===== src/sv/lrpp_pkg.sv =====
package lrpp_pkg;

    // table geometry, fixed by the field widths
    localparam int MaxInstr = 1024;
    localparam int AddrW    = 10;
    localparam int CntW     = 11;
    localparam int EndDepth = MaxInstr + 1;
    localparam int CfgIdxW  = 3;

    // request codes
    localparam logic [1:0] ReqDefine = 2'd0;
    localparam logic [1:0] ReqUse    = 2'd1;
    localparam logic [1:0] ReqFinish = 2'd2;

    // value class codes
    localparam logic [1:0] ClsNone  = 2'd0;
    localparam logic [1:0] ClsInt   = 2'd1;
    localparam logic [1:0] ClsFloat = 2'd2;

    // pressure level codes
    localparam logic [1:0] LvlLow      = 2'd0;
    localparam logic [1:0] LvlElevated = 2'd1;
    localparam logic [1:0] LvlHigh     = 2'd2;
    localparam logic [1:0] LvlUnknown  = 2'd3;

    // configuration register indexes
    localparam logic [CfgIdxW-1:0] CfgScanLimit   = 3'd0;
    localparam logic [CfgIdxW-1:0] CfgGprElevated = 3'd1;
    localparam logic [CfgIdxW-1:0] CfgGprHigh     = 3'd2;
    localparam logic [CfgIdxW-1:0] CfgFprElevated = 3'd3;
    localparam logic [CfgIdxW-1:0] CfgFprHigh     = 3'd4;

    typedef enum logic [2:0] {
        ST_CLEAR,
        ST_IDLE,
        ST_USE_WR,
        ST_SW_RD,
        ST_SW_EVAL,
        ST_SW_INC,
        ST_REPORT
    } ctrl_state_t;

    // last-use entry: used flag plus last user position
    typedef struct packed {
        logic             used;
        logic [AddrW-1:0] last;
    } lu_entry_t;

    // count of integer and float intervals ending just before a position
    typedef struct packed {
        logic [CntW-1:0] g;
        logic [CntW-1:0] f;
    } end_entry_t;

    typedef struct packed {
        logic             cls_we;
        logic [AddrW-1:0] cls_waddr;
        logic [1:0]       cls_wdata;
        logic [AddrW-1:0] cls_raddr;
        logic             lu_we;
        logic [AddrW-1:0] lu_waddr;
        lu_entry_t        lu_wdata;
        logic [AddrW-1:0] lu_raddr;
        logic             end_we;
        logic [CntW-1:0]  end_waddr;
        end_entry_t       end_wdata;
        logic [CntW-1:0]  end_raddr;
    } mem_req_t;

    typedef struct packed {
        logic [1:0] cls_rdata;
        lu_entry_t  lu_rdata;
        end_entry_t end_rdata;
    } mem_rsp_t;

    typedef struct packed {
        logic [CntW-1:0] count;
        logic            big;
        logic [CntW-1:0] peak_g;
        logic [CntW-1:0] peak_f;
    } sweep_res_t;

endpackage


===== src/sv/lrpp_ctrl.sv =====
module lrpp_ctrl (
    input  logic                                clk,
    input  logic                                rst_n,
    input  logic                                in_valid,
    output logic                                in_ready,
    input  logic [1:0]                          req_type,
    input  logic [1:0]                          value_class,
    input  logic [lrpp_pkg::AddrW-1:0]          user_position,
    input  logic [lrpp_pkg::AddrW-1:0]          operand_position,
    input  logic [lrpp_pkg::CntW-1:0]           scan_limit,
    input  logic                                out_free,
    output logic                                res_load,
    output lrpp_pkg::sweep_res_t                res,
    output lrpp_pkg::mem_req_t                  mem_req,
    input  lrpp_pkg::mem_rsp_t                  mem_rsp
);

    localparam int CntW  = lrpp_pkg::CntW;
    localparam int AddrW = lrpp_pkg::AddrW;

    lrpp_pkg::ctrl_state_t state_reg, state_next;
    logic [CntW-1:0]  count_reg, count_next;
    logic             overflow_reg, overflow_next;
    logic [CntW-1:0]  idx_reg, idx_next;
    logic [AddrW-1:0] user_reg, user_next;
    logic [AddrW-1:0] opnd_reg, opnd_next;
    logic             use_ok_reg, use_ok_next;
    logic             big_reg, big_next;
    logic [CntW-1:0]  live_g_reg, live_g_next;
    logic [CntW-1:0]  live_f_reg, live_f_next;
    logic [CntW-1:0]  peak_g_reg, peak_g_next;
    logic [CntW-1:0]  peak_f_reg, peak_f_next;
    logic [CntW-1:0]  tgt_reg, tgt_next;
    logic             tgt_int_reg, tgt_int_next;

    // sweep step terms
    logic             at_end;
    logic             is_start;
    logic             start_g;
    logic             start_f;
    logic [CntW-1:0]  last_ext;
    logic [CntW-1:0]  last_clamp;
    logic [CntW-1:0]  tgt;
    logic [CntW-1:0]  live_g_new;
    logic [CntW-1:0]  live_f_new;

    // state and control registers
    always_ff @(posedge clk or negedge rst_n)
    begin
        if (!rst_n)
        begin
            state_reg    <= lrpp_pkg::ST_CLEAR;
            count_reg    <= '0;
            overflow_reg <= 1'b0;
            idx_reg      <= '0;
            use_ok_reg   <= 1'b0;
            big_reg      <= 1'b0;
        end
        else
        begin
            state_reg    <= state_next;
            count_reg    <= count_next;
            overflow_reg <= overflow_next;
            idx_reg      <= idx_next;
            use_ok_reg   <= use_ok_next;
            big_reg      <= big_next;
        end
    end

    // datapath registers
    always_ff @(posedge clk)
    begin
        user_reg    <= user_next;
        opnd_reg    <= opnd_next;
        live_g_reg  <= live_g_next;
        live_f_reg  <= live_f_next;
        peak_g_reg  <= peak_g_next;
        peak_f_reg  <= peak_f_next;
        tgt_reg     <= tgt_next;
        tgt_int_reg <= tgt_int_next;
    end

    // one sweep position: start test, interval end clamp, live update
    always_comb
    begin
        at_end   = (idx_reg == count_reg);
        is_start = !at_end && !big_reg && mem_rsp.lu_rdata.used &&
                   (mem_rsp.cls_rdata == lrpp_pkg::ClsInt ||
                    mem_rsp.cls_rdata == lrpp_pkg::ClsFloat);
        start_g  = is_start && (mem_rsp.cls_rdata == lrpp_pkg::ClsInt);
        start_f  = is_start && (mem_rsp.cls_rdata == lrpp_pkg::ClsFloat);
        last_ext = {1'b0, mem_rsp.lu_rdata.last};
        if (last_ext < idx_reg)
        begin
            last_clamp = idx_reg;
        end
        else if (last_ext >= count_reg)
        begin
            last_clamp = count_reg - CntW'(1);
        end
        else
        begin
            last_clamp = last_ext;
        end
        tgt        = last_clamp + CntW'(1);
        live_g_new = live_g_reg - mem_rsp.end_rdata.g + CntW'(start_g);
        live_f_new = live_f_reg - mem_rsp.end_rdata.f + CntW'(start_f);
    end

    // sequencer
    always_comb
    begin
        state_next    = state_reg;
        count_next    = count_reg;
        overflow_next = overflow_reg;
        idx_next      = idx_reg;
        user_next     = user_reg;
        opnd_next     = opnd_reg;
        use_ok_next   = use_ok_reg;
        big_next      = big_reg;
        live_g_next   = live_g_reg;
        live_f_next   = live_f_reg;
        peak_g_next   = peak_g_reg;
        peak_f_next   = peak_f_reg;
        tgt_next      = tgt_reg;
        tgt_int_next  = tgt_int_reg;
        in_ready      = 1'b0;
        res_load      = 1'b0;

        mem_req           = '0;
        mem_req.cls_raddr = idx_reg[AddrW-1:0];
        mem_req.lu_raddr  = idx_reg[AddrW-1:0];
        mem_req.end_raddr = idx_reg;

        case (state_reg)
            lrpp_pkg::ST_CLEAR:
            begin
                // zero the end counts and used flags after reset
                mem_req.end_we    = 1'b1;
                mem_req.end_waddr = idx_reg;
                mem_req.lu_we     = !idx_reg[CntW-1];
                mem_req.lu_waddr  = idx_reg[AddrW-1:0];
                if (idx_reg == CntW'(lrpp_pkg::MaxInstr))
                begin
                    idx_next   = '0;
                    state_next = lrpp_pkg::ST_IDLE;
                end
                else
                begin
                    idx_next = idx_reg + CntW'(1);
                end
            end

            lrpp_pkg::ST_IDLE:
            begin
                in_ready         = 1'b1;
                mem_req.lu_raddr = operand_position;
                if (in_valid)
                begin
                    case (req_type)
                        lrpp_pkg::ReqDefine:
                        begin
                            if (count_reg < CntW'(lrpp_pkg::MaxInstr))
                            begin
                                mem_req.cls_we    = 1'b1;
                                mem_req.cls_waddr = count_reg[AddrW-1:0];
                                mem_req.cls_wdata = value_class;
                                count_next        = count_reg + CntW'(1);
                            end
                            else
                            begin
                                overflow_next = 1'b1;
                            end
                        end
                        lrpp_pkg::ReqUse:
                        begin
                            user_next   = user_position;
                            opnd_next   = operand_position;
                            use_ok_next = ({1'b0, user_position} < count_reg) &&
                                          ({1'b0, operand_position} < count_reg);
                            state_next  = lrpp_pkg::ST_USE_WR;
                        end
                        lrpp_pkg::ReqFinish:
                        begin
                            big_next    = overflow_reg || (count_reg > scan_limit);
                            idx_next    = '0;
                            live_g_next = '0;
                            live_f_next = '0;
                            peak_g_next = '0;
                            peak_f_next = '0;
                            state_next  = lrpp_pkg::ST_SW_RD;
                        end
                        default:
                        begin
                            state_next = lrpp_pkg::ST_IDLE;
                        end
                    endcase
                end
            end

            lrpp_pkg::ST_USE_WR:
            begin
                // raise last use of the operand
                if (use_ok_reg && (!mem_rsp.lu_rdata.used ||
                                   mem_rsp.lu_rdata.last < user_reg))
                begin
                    mem_req.lu_we         = 1'b1;
                    mem_req.lu_waddr      = opnd_reg;
                    mem_req.lu_wdata.used = 1'b1;
                    mem_req.lu_wdata.last = user_reg;
                end
                state_next = lrpp_pkg::ST_IDLE;
            end

            lrpp_pkg::ST_SW_RD:
            begin
                state_next = lrpp_pkg::ST_SW_EVAL;
            end

            lrpp_pkg::ST_SW_EVAL:
            begin
                live_g_next = live_g_new;
                live_f_next = live_f_new;
                if (live_g_new > peak_g_reg)
                begin
                    peak_g_next = live_g_new;
                end
                if (live_f_new > peak_f_reg)
                begin
                    peak_f_next = live_f_new;
                end
                // position consumed: clear its end count and used flag
                mem_req.end_we    = 1'b1;
                mem_req.end_waddr = idx_reg;
                mem_req.lu_we     = !at_end;
                mem_req.lu_waddr  = idx_reg[AddrW-1:0];
                if (at_end)
                begin
                    state_next = lrpp_pkg::ST_REPORT;
                end
                else if (is_start)
                begin
                    mem_req.end_raddr = tgt;
                    tgt_next          = tgt;
                    tgt_int_next      = start_g;
                    state_next        = lrpp_pkg::ST_SW_INC;
                end
                else
                begin
                    idx_next   = idx_reg + CntW'(1);
                    state_next = lrpp_pkg::ST_SW_RD;
                end
            end

            lrpp_pkg::ST_SW_INC:
            begin
                // count one more interval ending before the target
                mem_req.end_we      = 1'b1;
                mem_req.end_waddr   = tgt_reg;
                mem_req.end_wdata.g = mem_rsp.end_rdata.g + CntW'(tgt_int_reg);
                mem_req.end_wdata.f = mem_rsp.end_rdata.f + CntW'(!tgt_int_reg);
                idx_next            = idx_reg + CntW'(1);
                state_next          = lrpp_pkg::ST_SW_RD;
            end

            lrpp_pkg::ST_REPORT:
            begin
                if (out_free)
                begin
                    res_load      = 1'b1;
                    count_next    = '0;
                    overflow_next = 1'b0;
                    state_next    = lrpp_pkg::ST_IDLE;
                end
            end

            default:
            begin
                state_next = lrpp_pkg::ST_IDLE;
            end
        endcase
    end

    assign res.count  = count_reg;
    assign res.big    = big_reg;
    assign res.peak_g = peak_g_reg;
    assign res.peak_f = peak_f_reg;

endmodule


===== config.mk =====
export PLATFORM = sky130hd
export DESIGN_NAME = lrpp_ctrl
export DESIGN_NICKNAME = d
export VERILOG_FILES = /design/src/sv/lrpp_pkg.sv /design/src/sv/lrpp_ctrl.sv
export SDC_FILE = /design/constraint.sdc
export NUM_CORES = 1
export LEC_CHECK = 0
export BUFFER_PORTS_ARGS = -buffer_cell sky130_fd_sc_hd__buf_2
export CORE_MARGIN = 5
export CORE_UTILIZATION = 40
export DETAILED_ROUTE_END_ITERATION = 16
export PLACE_DENSITY = 0.69
export SKIP_CTS_REPAIR_TIMING = 1
export SLEW_MARGIN = 5
export SYNTH_ARGS = -nofsm -noshare
export SYNTH_HDL_FRONTEND = slang
export SYNTH_SLANG_ARGS = --single-unit
export TNS_END_PERCENT = 50

===== constraint.sdc =====
create_clock -name clk -period 4.9 [get_ports clk]
set_input_delay 0.98 -clock clk [delete_from_list [all_inputs] [get_ports clk]]
set_output_delay 0.98 -clock clk [all_outputs]
set_load 0.01 [all_outputs]

==> results.sh <==
export IMPL_clockRootBuffer="clkbuf_16"
export IMPL_drive_gt1_share_pct=30.59
export IMPL_placed_cells_incl_taps=1528
export IMPL_ys_async_sr_fraction_pct=26.92
export IMPL_grt_start_max_net_pins=29
export IMPL_place_congestion=0.9037
export IMPL_m1WireLength_um=12050
export IMPL_fmax_mhz=198.1
export IMPL_worstPathMaxFanout=5
export IMPL_slew_viol_final=0
export IMPL_outcome="finished with violations"
export IMPL_ys_dominant_reg_cell="edfxtp_1"
export IMPL_clockBufferDepth=2
export IMPL_vias=8316
export IMPL_yosysTopAreaCell="edfxtp_1"
export IMPL_max_slew_margin_rel_pct=26.51
export IMPL_yosysMostFrequentCell="ha_1"
export IMPL_worstSetupEndpointType="output pin"
export IMPL_cts_tree="built"
export IMPL_dieHeight_um=159.5
export IMPL_yosys_top_cells_area="edfxtp_1 26%, ha_1 19%, dfrtp_1 7.8%"
export IMPL_coreArea_um2=21890
export IMPL_cap_violations=0
export IMPL_hold_class="reg2reg"
export IMPL_cts_sinks=104
export IMPL_fill_cells=1991
export IMPL_nNetsFinal=1479
export IMPL_critPathRequiredTime_ns=3.92
export IMPL_fin_setup_tns_ns=-0.6168
export IMPL_syn_inst=987
export IMPL_syn_nets=1196
export IMPL_dieArea_um2=25430
export IMPL_wl_met3_um=2297
export IMPL_synth_cell_area_um2=8936
export IMPL_ir_drop_mv=0.2063
export IMPL_fin_ws_ns=-0.1484
export IMPL_ys_ff_latch=104
export IMPL_fin_crit_ns=5.048
export IMPL_syn2layout_area_growth_pct=29.95
export IMPL_clock_skew_ns=0.01497
export IMPL_fp_dieW_um=159.5
export IMPL_ys_seq_area_share_pct=33.38
export IMPL_dr_wl_met2_um=13050
export IMPL_cp_arrival_ns=4.07
export IMPL_synth_edf_count=76
export IMPL_clock_latency_ns=0.36
export IMPL_initial_core_util_pct=40.82
export IMPL_yosysWarnings=0
export IMPL_violations="setup timing"
export IMPL_startpoint_type="input pin"
export IMPL_multiInputGateArea_um2=5578
export IMPL_boundaryPins=210
export IMPL_stdcell_count=1555
export IMPL_drc=0
export IMPL_synthTopCellsByCount="133 x ha_1, 114 x inv_1, 76 x edfxtp_1"
export IMPL_p_leak_nw=5.701
export IMPL_htreeDepth=3
export IMPL_avgSynthCellArea_um2=9.054
export IMPL_grt_usage_pct=20.92
export IMPL_grt_overflow_total=0
export IMPL_rows=54
export IMPL_path_class="in2out"
export IMPL_dp_hpwl_um=22150
export IMPL_viasPerCell=5.348
export IMPL_cts_buffers=9
export IMPL_finalHoldViolCount=0
export IMPL_p_total_mw=5.074
export IMPL_rsz0062_at_grt="true"
export IMPL_p_per_area_nw_per_um2=437.0
export IMPL_worst_pin_slew_ns=1.101
export IMPL_routed_wl_um=27910
export IMPL_seq_area_um2=2983
export IMPL_antenna_found_initial=0
export IMPL_grt_pass1_wl_um=43200
export IMPL_synth_top_cell_area_share_pct=25.54
export IMPL_dr_first_iter_drc_count=511
export IMPL_hold_ws_ns=0.5445
export IMPL_path_clk_slew_ns=0.07
export IMPL_firstDrtPassIters=5
export IMPL_diodes=0
export IMPL_setup_viol=7
export IMPL_top_layer_used="met4"
export IMPL_grt_pass1_vias=8081
export IMPL_drt_wirelength_per_cell_um=17.95
export IMPL_fin_crit_sh_pct=103.0
export IMPL_synth_cell_types=51
export IMPL_antenna_left=0
export IMPL_io_buffer_count=209
## cell type report
class                           count  share of cell area, %
Sequential cell                   104                  25.69
Tap cell                          280                  3.017
Inverter                          115                  3.793
Multi-Input combinational cell    720                  48.03
Timing Repair Buffer              320                  16.84
Clock inverter                      7                 0.6896
Clock buffer                        9                  1.939
## per-layer routing
layer / GRT usage (%) / up-vias
met5: 0 / -
met4: 4.731 / 0
met1: 27.78 / 3902
met2: 35.10 / 351
met3: 4.427 / 33
li1: - / 4030
## stage by stage
stage                     cell area [µm²]  utilization (%)  setup slack (ns)
final                               11610            53.05           -0.1484
after global routing                11610            53.05           -0.3210
after CTS                           11210            51.21           -0.3552
after detailed placement            10910            49.82           -0.6543
after global placement              10910            49.82           -0.5843
after floorplan                      8977                -           -0.1993
## final timing paths
check	end	slack, ns	from	cells past startpoint
setup / recovery	mem_req[10]	-0.15	mem_rsp[31]	13
hold / removal	overflow_reg	0.54	overflow_reg	2
min in group asynchronous	count_reg[6]	0.65	rst_n	1
max in group asynchronous	idx_reg[5]	3.81	rst_n	1
setup reg to reg	peak_f_reg[4]	0.16	count_reg[6]	23
hold reg to reg	overflow_reg	0.54	overflow_reg	2
## cells by family after synthesis
family	after synthesis	share of synthesized area, %
mux	22	2.646
fa+ha+maj	135	19.07
simple gates	291	16.07
xor+xnor	75	7.351
compound gates	195	13.90
buf+inv	165	7.575
flops	104	33.38
## layout by cell type (no fill, tap or decap), types with 4 or more instances in the layout
master and n:
a21o_1 14, a21oi_1 44, a22o_1 21, and2_1 24, and3_1 12, buf_2 200
buf_4 109, buf_6 9, clkbuf_16 9, dfrtp_1 28, edfxtp_1 76, ha_1 124
ha_4 6, inv_1 111, mux2_2 5, mux2_4 5, mux2i_1 12, nand2_1 68
nand2b_1 9, nand3_1 23, nand4_1 18, nor2_1 66, nor2b_1 10, nor3_1 28
nor3b_1 4, nor4_1 5, o211ai_1 10, o21a_1 20, o21ai_0 47, o21ai_1 8
or3_1 5, xnor2_1 49, xor2_1 22
## critical path, stage by stage
cell	delay, ns
buf_6	0.10
ha_4	0.26
nand3_2	0.08
or3_1	0.36
or4_4	0.46
and2_4	0.21
a2111o_1	0.40
a222oi_1	0.34
buf_4	0.18
nand4_1	0.10
xor2_1	0.19
mux2_4	0.27
buf_2	0.14
## report_power, final
group / switching [mW] / leakage, nW / internal (mW) / total (mW)
clock: 0.358 / 0.143 / 0.403 / 0.762
combinational: 1.72 / 4.49 / 1.33 / 3.05
sequential: 0.121 / 1.07 / 1.15 / 1.27
Power figures use the tool's default switching activity.
